**src/hdl/can_se_pkg.sv**
```systemverilog
// Shared types and constants for the CAN signal extractor.
// Holds the result status codes and the job record passed from the front part to the back part.
// No dependencies.
package can_se_pkg;

    // Result status codes.
    typedef enum logic [1:0] {
        ST_OK    = 2'd0,
        ST_RANGE = 2'd1,
        ST_SKIP  = 2'd2
    } status_t;

    // A stored selector of this value disables the multiplexor filter.
    localparam logic [7:0] NO_FILTER = 8'hFF;

    // Job queue depth between the front and back parts (power of two).
    localparam int JOB_DEPTH = 2;

    // One classified signal, waiting to be scaled.
    typedef struct packed {
        logic [63:0]        raw;
        logic signed [31:0] factor;
        logic [63:0]        offset;
        status_t            status;
        logic               is_mux;
    } job_t;

endpackage

```
**src/hdl/can_se_back.sv**
```systemverilog
// Back part of the CAN signal extractor: scales the raw value by factor and adds offset.
// Two register stages: partial products, then the sum, held in the result register.
// Depends on can_se_pkg.
module can_se_back
    import can_se_pkg::*;
(
    input  logic        clk,
    input  logic        rst_n,
    input  logic        job_valid,
    input  job_t        job,
    output logic        job_pop,
    output logic        out_valid,
    input  logic        out_ready,
    output logic [63:0] out_value,
    output status_t     out_status
);

    logic               s1_valid_reg;
    logic               s1_valid_next;
    logic [63:0]        s1_plo_reg;
    logic [31:0]        s1_phi_reg;
    logic [63:0]        s1_offset_reg;
    status_t            s1_status_reg;
    logic               s1_mux_reg;
    logic               s2_valid_reg;
    logic               s2_valid_next;
    logic [63:0]        s2_value_reg;
    status_t            s2_status_reg;
    logic               s2_load;
    logic               s1_load;
    logic signed [63:0] prod_lo;
    logic [31:0]        prod_hi;
    logic [63:0]        sum;

    // Stall control: the result register frees when empty or taken.
    assign s2_load = !s2_valid_reg || out_ready;
    assign s1_load = !s1_valid_reg || s2_load;
    assign job_pop = s1_load && job_valid;

    // Partial products: low raw half times signed factor, high half times factor, low 32 bits.
    always_comb
    begin
        prod_lo = $signed({1'b0, job.raw[31:0]}) * job.factor;
        prod_hi = job.raw[63:32] * job.factor;
        sum     = s1_plo_reg + {s1_phi_reg, 32'h0} + s1_offset_reg;
        s1_valid_next = s1_load ? job_valid : s1_valid_reg;
        s2_valid_next = s2_load ? s1_valid_reg : s2_valid_reg;
    end

    always_ff @(posedge clk or negedge rst_n)
    begin
        if (!rst_n)
        begin
            s1_valid_reg <= 1'b0;
            s2_valid_reg <= 1'b0;
        end
        else
        begin
            s1_valid_reg <= s1_valid_next;
            s2_valid_reg <= s2_valid_next;
        end
    end

    // Product stage.
    always_ff @(posedge clk)
    begin
        if (s1_load)
        begin
            s1_plo_reg    <= prod_lo;
            s1_phi_reg    <= prod_hi;
            s1_offset_reg <= job.offset;
            s1_status_reg <= job.status;
            s1_mux_reg    <= job.is_mux;
        end
    end

    // Sum stage; failed signals report zero, multiplexor items keep the low byte.
    always_ff @(posedge clk)
    begin
        if (s2_load)
        begin
            s2_status_reg <= s1_status_reg;
            if (s1_status_reg != ST_OK)
            begin
                s2_value_reg <= '0;
            end
            else if (s1_mux_reg)
            begin
                s2_value_reg <= {56'h0, sum[7:0]};
            end
            else
            begin
                s2_value_reg <= sum;
            end
        end
    end

    assign out_valid  = s2_valid_reg;
    assign out_value  = s2_value_reg;
    assign out_status = s2_status_reg;

`ifndef ASSERT_OFF
    // A stalled result holds until taken.
    a_hold: assert property (@(posedge clk) disable iff (!rst_n)
        out_valid && !out_ready |=> out_valid && $stable(out_value))
        else $error("result changed while stalled");

    // A result that was not decoded carries zero.
    a_zero: assert property (@(posedge clk) disable iff (!rst_n)
        out_valid && out_status != ST_OK |-> out_value == 64'h0)
        else $error("nonzero value on failed signal");

    // Popping a job always lands in the product stage next cycle.
    a_pop: assert property (@(posedge clk) disable iff (!rst_n)
        job_pop |=> s1_valid_reg)
        else $error("popped job lost");
`endif

endmodule

```
**config.mk**
```make
export PLATFORM = sky130hd
export DESIGN_NAME = can_se_back
export DESIGN_NICKNAME = d
export VERILOG_FILES = /design/src/hdl/can_se_pkg.sv /design/src/hdl/can_se_back.sv
export SDC_FILE = /design/constraint.sdc
export NUM_CORES = 2
export LEC_CHECK = 0
export BUFFER_PORTS_ARGS = -buffer_cell sky130_fd_sc_hd__buf_2
export CORE_MARGIN = 10
export CORE_UTILIZATION = 30
export DETAILED_ROUTE_END_ITERATION = 12
export SYNTH_ARGS = -nofsm -noshare
export SYNTH_HDL_FRONTEND = slang
export SYNTH_SLANG_ARGS = --single-unit
```
**constraint.sdc**
```tcl
create_clock -name clk -period 22.1 [get_ports clk]
set_input_delay 3.315 -clock clk [delete_from_list [all_inputs] [get_ports clk]]
set_output_delay 3.315 -clock clk [all_outputs]
set_load 0.03 [all_outputs]
```
==> impl_metrics.py <==
metrics = {
    "logic_synthesis": {
        "yosysTopAreaCell": "fa_1",
        "synth_common_cells": "inv_1 (1416), fa_1 (1337), nand2_1 (825)",
        "synth_area_sq_mm": 0.0613,
        "synth_top_area_share_pct": 43.7,
        "synth-edff-count": 229,
        "ys_ff_latch": 231,
        "synth_nets": 8454,
        "ys_types": 77,
        "yosys_warnings": 0,
        "synthCells": 6442,
        "syn_area_per_cell_sq_um": 9.51,
        "synth_top_flop_cell": "edfxtp_1",
        "async_flop_share_pct": 0.866,
        "yosysMostFrequentCell": "inv_1",
        "ys_seq_area_share_pct": 11.3,
        "synth_area_leaders": "fa_1 (44%), edfxtp_1 (11%), ha_1 (10%), inv_1 (8.7%), and2_1 (8.0%)",
    },
    "grt": {
        "busiest_layer": "met2",
        "grtUsageMet1_pct": 21.3,
        "grt_use_total_pct": 16.0,
        "overflow": 0,
        "grt_max_degree": 166,
        "use_met2_pct": 26.9,
        "antenna_found_initial": 39,
        "grt_pass1_wl_mm": 282,
        "grt_pass1_vias": 47400,
        "grtUsageMet3_pct": 2.51,
    },
    "sta": {
        "tightest_slew_ns": 1.15,
        "setup_viol": 0,
        "skew_ns": 0.0189,
        "fmax_ghz": 0.0913,
        "finalSetupTns_ns": 0,
        "rsz0062_at_grt": "false",
        "relSlewSlack_pct": 22.5,
        "min_period_over_period_pct": 49.6,
        "finalHoldViolations": 0,
        "finalCriticalPeriod_ns": 10.96,
        "drv_slew": 0,
    },
    "final_layout": {
        "drive_above_1_share_pct": 5.49,
        "area_delta_synth_final_pct": 7.40,
        "fin_nets": 8418,
    },
    "min_path": {
        "hp-class": "reg -> reg",
        "hold_depth": 1,
    },
    "worst_setup_path": {
        "start_kind": "input port",
        "critPathMaxStageDelay_ns": 0.56,
        "regToRegSetupSlack_ns": 17.56,
        "slowest_stage": "fa_1",
        "crit_cells": 25,
        "end_kind": "register",
        "cp.buffers_inverters": 6,
        "crit_required_ns": 22.50,
        "crit_top_cell": "fa_1",
        "critPathTopFamily": "adder cells",
        "cp.arrival_ns": 11.35,
        "r2r_cells": 13,
        "worstSetupPathType": "in -> reg",
        "critPathMaxFanout": 29,
    },
    "floorplan": {
        "design.core.area_sq_mm": 0.203,
        "dieArea_sq_mm": 0.223,
        "initial_core_util_pct": 30.2,
        "num_rows": 165,
        "io_pins": 235,
        "die_y_microns": 472,
        "die_w_microns": 472,
    },
    "routing": {
        "final_antenna_net_count": 0,
        "drt_drc_violations_left": 0,
        "avgViaCountPerCell": 4.80,
        "drtIter0Drc": 2941,
        "routed_wl_mm": 179,
        "firstDrtPassIters": 8,
        "vias": 43800,
        "avgRoutedWirePerCell_microns": 19.7,
    },
    "clock_network": {
        "clock_path_buffers": 3,
        "cts_sinks": 231,
        "root_buffer": "clkbuf_16",
        "cts.clk_slew.worst_paths_ns": 0.07,
        "cts_inserted_buffers": 28,
        "postCtsHoldBufs": 0,
        "clk_latency_ns": 0.58,
        "cts_tree": "built",
        "postCtsSetupRepairBufs": 0,
        "ctsResizeCount": 0,
        "cts_htree_levels": 1,
    },
    "placement": {
        "dp_hpwl_mm": 141,
        "io_buffer_count": 234,
        "routabilityCongestion": 0.893,
    },
    "run_status": {
        "status": "finished, final reports clean",
    },
    "flow_run": {
        "cap_violations": 0,
    },
}
layer usage:
metal,part of all wire [%],vias to the layer above
met1,42,22600
li1,-,19100
met5,0.097,-
met2,48,1637
met4,3.1,26
met3,7.0,321
cell usage in the layout (no fill, tap or decap), types with 56 or more instances in the layout:
| cell type | instances |
|---|---|
| xor2_1 | 56 |
| and2_1 | 788 |
| o21ai_0 | 67 |
| edfxtp_1 | 229 |
| xnor2_1 | 145 |
| nand2_1 | 825 |
| fa_1 | 1337 |
| a21oi_1 | 138 |
| a21o_1 | 93 |
| nor2_1 | 141 |
| ha_1 | 508 |
| inv_1 | 1416 |
| buf_2 | 234 |
cell families (layout without fill, tap and decap cells):
logic type,Yosys count,in the layout,synth area share (%)
AO/OA/AOI/OAI,474,474,5.16
XOR/XNOR,201,201,2.87
adder cells (fa/ha/maj),1845,1845,54.1
buffers and inverters,1755,1739,10.8
flip-flops,231,231,11.3
multiplexers,4,4,0.0654
other,0,12,0
AND/OR/NAND/NOR,1932,1932,15.8
final cells by class:
| type | instances | area [sq um] |
|---|---|---|
| Fill cell | 20800 | 137000 |
| Multi-Input combinational cell | 4456 | 47800 |
| Sequential cell | 231 | 6930 |
| Inverter | 1416 | 5320 |
| Tap cell | 2672 | 3340 |
| Timing Repair Buffer | 273 | 1480 |
| Clock buffer | 29 | 704 |
| Clock inverter | 21 | 251 |
| Antenna cell | 12 | 30.0 |
path summary, 6_finish.rpt:
path                                from        endpoint
hold reg to reg             s1_valid_reg       out_valid
setup reg to reg           s1_plo_reg[1]   out_value[59]
hold / removal              s1_valid_reg       out_valid
setup / recovery                 job[76]  s1_plo_reg[63]
max in group asynchronous          rst_n       out_valid
min in group asynchronous          rst_n    s1_valid_reg
metrics by stage:
| step | hold slack, ns | utilization (%) | setup slack [ns] | area [sq um] | cells |
|---|---|---|---|---|---|
| 2_1_floorplan | 0.435 | - | 10.14 | 61300 | 6442 |
| 3_3_place_gp | 0.451 | 32.0 | 10.68 | 64800 | 9048 |
| 3_5_place_dp | 0.452 | 32.0 | 10.61 | 64800 | 9048 |
| 4_1_cts | 0.498 | 32.4 | 11.23 | 65800 | 9098 |
| 5_1_grt | 0.509 | 32.5 | 10.81 | 65800 | 9105 |
| 6_report | 0.481 | 32.5 | 11.14 | 65800 | 9110 |
Power is not shown: default switching activity piles up to over one toggle a cycle in this logic, so the estimate is an artifact.
