--- src/hdl/can_se_pkg.sv ---
// Shared types and constants for the CAN signal extractor.
// Holds the result status codes and the job record passed from the front part to the back part.
// No dependencies.
package can_se_pkg;

    // Result status codes.
    typedef enum logic [1:0] {
        ST_OK    = 2'd0,
        ST_RANGE = 2'd1,
        ST_SKIP  = 2'd2
    } status_t;

    // A stored selector of this value disables the multiplexor filter.
    localparam logic [7:0] NO_FILTER = 8'hFF;

    // Job queue depth between the front and back parts (power of two).
    localparam int JOB_DEPTH = 2;

    // One classified signal, waiting to be scaled.
    typedef struct packed {
        logic [63:0]        raw;
        logic signed [31:0] factor;
        logic [63:0]        offset;
        status_t            status;
        logic               is_mux;
    } job_t;

endpackage

--- src/hdl/can_se_queue.sv ---
// Short job queue between the front and back parts of the CAN signal extractor.
// Register storage, one push and one pop per cycle.
// Depends on can_se_pkg.
module can_se_queue
    import can_se_pkg::*;
(
    input  logic clk,
    input  logic rst_n,
    input  logic push,
    input  job_t push_job,
    output logic full,
    input  logic pop,
    output logic empty,
    output job_t pop_job
);

    localparam int PW = (JOB_DEPTH > 1) ? $clog2(JOB_DEPTH) : 1;
    localparam int CW = $clog2(JOB_DEPTH + 1);

    job_t            store_reg [JOB_DEPTH];
    logic [PW-1:0]   wr_ptr_reg;
    logic [PW-1:0]   wr_ptr_next;
    logic [PW-1:0]   rd_ptr_reg;
    logic [PW-1:0]   rd_ptr_next;
    logic [CW-1:0]   count_reg;
    logic [CW-1:0]   count_next;

    assign full    = (count_reg == CW'(JOB_DEPTH));
    assign empty   = (count_reg == '0);
    assign pop_job = store_reg[rd_ptr_reg];

    // Pointer and fill-count update; the depth is a power of two so pointers wrap naturally.
    always_comb
    begin
        wr_ptr_next = push ? wr_ptr_reg + PW'(1) : wr_ptr_reg;
        rd_ptr_next = pop ? rd_ptr_reg + PW'(1) : rd_ptr_reg;
        count_next  = count_reg;
        if (push && !pop)
        begin
            count_next = count_reg + CW'(1);
        end
        else if (pop && !push)
        begin
            count_next = count_reg - CW'(1);
        end
    end

    always_ff @(posedge clk or negedge rst_n)
    begin
        if (!rst_n)
        begin
            wr_ptr_reg <= '0;
            rd_ptr_reg <= '0;
            count_reg  <= '0;
        end
        else
        begin
            wr_ptr_reg <= wr_ptr_next;
            rd_ptr_reg <= rd_ptr_next;
            count_reg  <= count_next;
        end
    end

    // Job storage.
    always_ff @(posedge clk)
    begin
        if (push)
        begin
            store_reg[wr_ptr_reg] <= push_job;
        end
    end

`ifndef ASSERT_OFF
    // No push into a full queue, no pop from an empty one.
    a_no_overflow: assert property (@(posedge clk) disable iff (!rst_n)
        full |-> !push)
        else $error("job queue overflow");

    a_no_underflow: assert property (@(posedge clk) disable iff (!rst_n)
        empty |-> !pop)
        else $error("job queue underflow");

    a_count_bound: assert property (@(posedge clk) disable iff (!rst_n)
        count_reg <= CW'(JOB_DEPTH))
        else $error("job queue count out of bounds");
`endif

endmodule

--- config.mk ---
export PLATFORM = sky130hd
export DESIGN_NAME = can_se_queue
export DESIGN_NICKNAME = d
export VERILOG_FILES = /design/src/hdl/can_se_pkg.sv /design/src/hdl/can_se_queue.sv
export SDC_FILE = /design/constraint.sdc
export NUM_CORES = 1
export LEC_CHECK = 0
export BUFFER_PORTS_ARGS = -buffer_cell sky130_fd_sc_hd__buf_4
export CAP_MARGIN = 20
export CORE_MARGIN = 4
export CORE_UTILIZATION = 50
export DETAILED_ROUTE_END_ITERATION = 10
export GPL_TIMING_DRIVEN = 0
export PLACE_DENSITY = 0.85
export SKIP_CTS_REPAIR_TIMING = 1
export SYNTH_ARGS = -nofsm -noshare
export SYNTH_HDL_FRONTEND = slang
export SYNTH_SLANG_ARGS = --single-unit
--- constraint.sdc ---
create_clock -name clk -period 25.5 [get_ports clk]
set_input_delay 1.275 -clock clk [delete_from_list [all_inputs] [get_ports clk]]
set_output_delay 1.275 -clock clk [all_outputs]
set_load 0.02 [all_outputs]
==> results of run 1 <==
## stage by stage
step	cells	setup WS, ns
floorplan	523	16.47
global placement	1173	12.32
detailed placement	1181	22.70
CTS	1239	22.33
global route	1240	22.31
finish	1240	22.40
## area by class of cell
type	count	area (um^2)	share of cell area (%)
flip-flops and latches	330	9890	61.1
repair buffers	339	2680	16.5
multi-input cells	174	1930	11.9
clock buffers	47	963	5.95
well taps	319	399	2.46
plain buffers	18	233	1.44
clock inverters	11	98.8	0.610
inverters	1	3.75	0.0232
diodes	1	2.50	0.0155
## worst max-delay path: cells and delay by family (launching register included)
kind | cells | cell delay [ns]
mux | 1 | 0.36
buf+inv | 3 | 0.59
flops | 1 | 0.38
## layer usage
metal	global-route usage, %	vias up	wire [um]
met3	6.56	38	2410
met5	0	-	13
met4	6.06	2	520
met2	31.7	249	12900
li1	-	2838	-
met1	19.9	3033	8760
## logic make-up (layout without fill, tap and decap cells)
logic type,after synthesis,in the layout,synth area share (%)
buffers and inverters,19,416,1.96
DFF,330,330,82.1
muxes,163,163,15.2
other,0,1,0
and+or+nand+nor,5,5,0.218
xor gates and xnor gates,5,5,0.364
adders and majority gates,1,1,0.104
## worst min path at each step
stage | slack, ns | cells after the start | endpoint
after floorplan | 0.46 | 1 | wr_ptr_reg$_DFFE_PN0P_
after global placement | 0.47 | 1 | wr_ptr_reg$_DFFE_PN0P_
after detailed placement | 0.49 | 1 | count_reg[1]$_DFFE_PN0P_
after CTS | 0.50 | 1 | count_reg[1]$_DFFE_PN0P_
after global routing | 0.52 | 1 | count_reg[1]$_DFFE_PN0P_
final | 0.50 | 1 | count_reg[1]$_DFFE_PN0P_
## report_power, final
part	internal [W]	switching (W)	leakage, nW
combinational	0.000315	0.000361	2.49
clock	0.000283	0.000184	0.520
sequential	0.000719	0.0000234	3.11
## cells in the final DEF (no fill, tap or decap), types with 5 or more instances in the layout
cell         n
buf_6        6
buf_4      331
clkbuf_16   37
clkinv_1     5
clkbuf_8    12
edfxtp_1   326
mux2_2     163
clkbuf_1    10
==> flow_summary.json, run 1 <==
{
  "status": "completed",
  "dominantRegCellSynth": "edfxtp_1",
  "synthDominantAreaCellType": "edfxtp_1",
  "detailedRoute.firstPassIterationCount": 4,
  "core_box_area_um2": 23600,
  "power_density_nw_per_um2": 116,
  "antenna_left": 0,
  "startpoint": "rd_ptr_reg$_DFFE_PN0P_",
  "syn_inst": 523,
  "vias_in_the_first_global_route": 6809,
  "area.growth.synth_to_final_pct": 34.4,
  "ir_worst_vdd_mv": 0.0746,
  "chipWidth_um": 163,
  "synth.avg_cell_area_um2": 23.0,
  "timing.final.max_slew_violations": 0,
  "initial_core_util_pct": 51.0,
  "ys_warn_count": 0,
  "grtUsageTotal_pct": 17.8,
  "flip_flop_count_of_the_largest_register_after_layout": 326,
  "num_io_pins": 332,
  "critical_path.max_fanout": 10,
  "numCtsBuffers": 34,
  "max_cap_viol_count": 0,
  "number_of_enable_flip_flop_cells_after_synthesis": 326,
  "timing.fmax_mhz": 323,
  "postPlaceCellArea_um2": 15100,
  "clk_path_buf_depth": 3,
  "grt_antenna_before_repair": 2,
  "timing_worst_setup_path_type": "reg2out",
  "io_buffers": 331,
  "max_stage_delay_ns": 0.38,
  "setup.worst_path.end_class": "output port",
  "post-route-period-util_pct": 12.1,
  "synth.distinct_cells": 12,
  "asyncSetResetFlopFracSynth_pct": 1.21,
  "max_slew_margin_pct": 54.6,
  "setup.reg_to_reg.worst_slack_ns": 23.68,
  "post-synth-top-count-cell": "edfxtp_1",
  "fin_worst_skew_ns": 0.0107,
  "floorplan.die_area_um2": 26600,
  "crit-reg2reg-launch": "wr_ptr_reg$_DFFE_PN0P_",
  "synth-seq-area-share_pct": 82.1,
  "reg2reg_depth": 2,
  "grt_setup_unrepaired": "no",
  "netlist_top_cells_count": "326 x edfxtp_1, 163 x mux2_2, 12 x clkbuf_8",
  "dpl.hpwl_um": 17300,
  "layout.filler_cells": 1532,
  "design_power_total_w": 0.00189,
  "hold_path_origin": "count_reg[1]$_DFFE_PN0P_",
  "layout_min_cycle_time_ns": 3.10,
  "drive_gt1_share_pct": 61.4,
  "syn_area_um2": 12000,
  "die_y_um": 163,
  "synth.ff_latch_count": 330,
  "post_drt_wl_per_cell_um": 19.8,
  "cts.clk_slew.worst_paths_ns": 0.06,
  "drt_iter0_drc": 362,
  "layout.cell_area.non_filler_um2": 16200,
  "globalRoute.totalOverflow": 0,
  "post-route-drc-count": 0,
  "count_of_vias_placed_by_the_detailed_router": 6160,
  "vias_per_cell": 4.97,
  "hold_ws_ns": 0.499,
  "clock_sink_count": 330,
  "worst-endpoint-required_ns": 24.23,
  "worstPathCellList": "buf_6 > clkbuf_8 > mux2_2 > buf_4",
  "drt_total_wl_um": 24600,
  "grt_pass1_wl_um": 36700,
  "slowest_stage_cell_cp": "dfrtp_1",
  "tritoncts": "done",
  "setup_tns_ns": 0,
  "setup_viol_count_final": 0,
  "leakagePower_nw": 6.11,
  "crit_path_start_kind": "register",
  "fin_nets": 1066,
  "hold_class": "reg2reg",
  "insertion_delay_ns": 0.49,
  "syn-num-nets": 691,
  "site_row_count": 56,
  "worst_slew_pin_slew_ns": 0.681,
  "clockRootBuffer": "clkbuf_16",
  "grt_max_degree": 69,
  "cts-htree-levels": 2,
  "gp_congestion": 0.732,
  "yosys.area.top_type_share_pct": 81.3,
  "utilization_pct": 68.6,
  "reg_to_reg_critical_path_endpoint": "store_reg[1][11]$_DFFE_PP_",
  "timing.critical_path.to": "pop_job[11]",
  "final_hold_violations": 0,
  "synth_top_cells_by_area": "edfxtp_1 81%, mux2_2 15%, clkbuf_8 1.4%",
  "cp.arrival_ns": 1.82
}
Note: power is estimated with default switching activity, not from simulation.
==> run 2: changes to the inputs <==
ABC_AREA = 1   (was unset)
clock period = 3 ns   (was 25.5 ns; I/O delays follow)
==> run 2 against run 1 <==
Against the previous run: flip-flop and latch count did not move; largest power group unchanged; power rose to 8.9 times the previous value; combinational power rose to 9.0 times the previous value; die area rose by 0.15%.
==> flow_summary.json, run 2 <==
{
  "final_hold_violations": 0,
  "timing_worst_setup_path_type": "reg2out",
  "yosys.area_share.xor_xnor_pct": 0.218,
  "post-route-period-util_pct": 66.7,
  "fin_nets": 1244,
  "netlist_top_cells_count": "326 x edfxtp_1, 163 x mux2_2, 12 x clkbuf_8",
  "utilization_pct": 76.2,
  "post_synth_mux_area_share_pct": 15.2,
  "syn_area_um2": 12100,
  "antenna_left": 0,
  "ys_warn_count": 0,
  "layout.cell_area.non_filler_um2": 18000,
  "timing.fmax_mhz": 500,
  "tritoncts": "done",
  "synth_top_cells_by_area": "edfxtp_1 81%, mux2_2 15%, clkbuf_8 1.4%",
  "clock_sink_count": 330,
  "floorplan.die_area_um2": 26700,
  "crit-reg2reg-launch": "wr_ptr_reg$_DFFE_PN0P_",
  "clk_path_buf_depth": 3,
  "grt.met1_usage_pct": 19.5,
  "grt_pass1_wl_um": 37200,
  "die_y_um": 163,
  "clockRootBuffer": "clkbuf_16",
  "io_buffers": 331,
  "gr-usage-met2_pct": 33.3,
  "grt_max_degree": 41,
  "startpoint": "rd_ptr_reg$_DFFE_PN0P_",
  "synth_simple_gate_area_share_pct": 0.342,
  "grt_most_used_layer": "met2",
  "timing.final.max_slew_violations": 0,
  "worst-endpoint-required_ns": 2.85,
  "post-synth-top-count-cell": "edfxtp_1",
  "crit_path_start_kind": "register",
  "reg2reg_depth": 3,
  "max_cap_viol_count": 0,
  "asyncSetResetFlopFracSynth_pct": 1.21,
  "max_slew_margin_pct": 56.1,
  "power_density_nw_per_um2": 932,
  "critical_path.max_fanout": 10,
  "flip_flop_count_of_the_largest_register_after_layout": 326,
  "number_of_enable_flip_flop_cells_after_synthesis": 326,
  "postPlaceCellArea_um2": 15100,
  "detailedRoute.firstPassIterationCount": 4,
  "numCtsBuffers": 34,
  "globalRoute.totalOverflow": 0,
  "timing.critical_path.to": "pop_job[88]",
  "fin_worst_skew_ns": 0.00863,
  "layout.filler_cells": 1194,
  "cp.arrival_ns": 1.85,
  "drt_total_wl_um": 30200,
  "dominantRegCellSynth": "edfxtp_1",
  "core_box_area_um2": 23600,
  "chipWidth_um": 163,
  "count_of_vias_placed_by_the_detailed_router": 7083,
  "grt_antenna_before_repair": 4,
  "synth.avg_cell_area_um2": 22.7,
  "yosys.area.top_type_share_pct": 81.1,
  "setup.reg_to_reg.worst_slack_ns": 1.14,
  "worst_slew_pin_slew_ns": 0.656,
  "synth_fa_ha_area_share_pct": 0.104,
  "cts-htree-levels": 2,
  "vias_per_cell": 4.98,
  "design_power_total_w": 0.0168,
  "syn-num-nets": 700,
  "setup.worst_path.end_class": "output port",
  "site_row_count": 56,
  "leakagePower_nw": 6.88,
  "syn_inst": 532,
  "synth-compound-area-share_pct": 0,
  "insertion_delay_ns": 0.49,
  "initial_core_util_pct": 51.1,
  "reg_to_reg_critical_path_endpoint": "store_reg[0][93]$_DFFE_PP_",
  "vias_in_the_first_global_route": 6748,
  "post_drt_wl_per_cell_um": 21.3,
  "mostFrequentLayoutCell": "buf_4",
  "synth-seq-area-share_pct": 82.0,
  "dpl.hpwl_um": 17500,
  "synth.ff_latch_count": 330,
  "drive_gt1_share_pct": 52.0,
  "global_route.usage.met3_pct": 6.08,
  "post-route-drc-count": 0,
  "hold_ws_ns": 0.377,
  "status": "completed",
  "synth_top_family_by_area": "multiplexers",
  "grt_setup_unrepaired": "no",
  "cts.clk_slew.worst_paths_ns": 0.06,
  "synthDominantAreaCellType": "edfxtp_1",
  "ir_worst_vdd_mv": 0.626,
  "gp_congestion": 0.739,
  "grtUsageTotal_pct": 18.2,
  "num_io_pins": 332,
  "top_library_cells_by_usage_in_the_layout_fill_and_taps_aside": "331 x buf_4, 326 x edfxtp_1, 168 x dlygate4sd3_1",
  "drt_iter0_drc": 435,
  "synth.distinct_cells": 13,
  "area.growth.synth_to_final_pct": 49.1,
  "setup_viol_count_final": 0,
  "hold_class": "in2reg",
  "layout_min_cycle_time_ns": 2.00
}
run 2: cell types whose count changed in the layout (fill, tap and decap cells not counted), sizes merged, moves of 3 or more:
| cell | previous run | this run |
|---|---|---|
| dlygate4sd3 | 0 | 168 |
| nand2 | 0 | 5 |
| bufinv | 2 | 6 |
| clkbuf | 59 | 53 |
| diode | 1 | 4 |
| inv | 1 | 8 |
run 2: worst min path at each step:
stage                              from                     endpoint  slack, ns  cells after the start
after floorplan                   rst_n     count_reg[0]$_DFFE_PN0P_      -0.15                      0
after global placement            rst_n     count_reg[1]$_DFFE_PN0P_      -0.05                      1
after detailed placement          rst_n     count_reg[0]$_DFFE_PN0P_      -0.05                      1
after CTS                         rst_n     count_reg[1]$_DFFE_PN0P_      -0.59                      1
after global routing      push_job[108]  store_reg[1][108]$_DFFE_PP_       0.36                      2
final                     push_job[105]  store_reg[1][105]$_DFFE_PP_       0.38                      2
run 2: worst max-delay path, stage by stage (launching register included):
cell and delay (ns):
dfrtp_1 0.38, buf_6 0.22, clkbuf_8 0.22, mux2_2 0.36, buf_4 0.16
run 2: cells by family after synthesis:
logic type               after synthesis
AND/OR/NAND/NOR                       10
XOR/XNOR                               3
flip-flops                           330
buffers and inverters                 25
adder cells (fa/ha/maj)                1
multiplexers                         163
run 2: area by class of cell:
type	instances	area, um^2	area share [%]
clock inverter	19	249	1.38
multi-input combinational	177	1930	10.7
buffer	18	233	1.29
inverter	7	30.0	0.167
clock buffer	41	898	4.99
timing repair buffer	508	4350	24.2
tap	319	399	2.22
sequential	330	9890	55.0
antenna	4	10.0	0.0556
run 2: metal layers:
metal  vias to the layer above  routed length (um)
met5                         -                   0
met4                         0                 927
met3                        66                2150
met2                       301               16500
met1                      3518               10700
li1                       3198                   -
run 2: where the power goes:
part           switching (W)  total, W  internal (W)
clock network        0.00167   0.00432       0.00266
registers           0.000242   0.00635       0.00611
logic                0.00327   0.00609       0.00282
total                0.00517    0.0168        0.0116
run 2: stage by stage:
stage / setup WS, ns / setup TNS, ns / cells
2_1_floorplan: -0.306 / -92.44 / 532
3_3_place_gp: -1.72 / -528.15 / 1182
3_5_place_dp: 1.11 / 0 / 1191
4_1_cts: 0.947 / 0 / 1251
5_1_grt: 0.909 / 0 / 1423
6_report: 0.998 / 0 / 1423
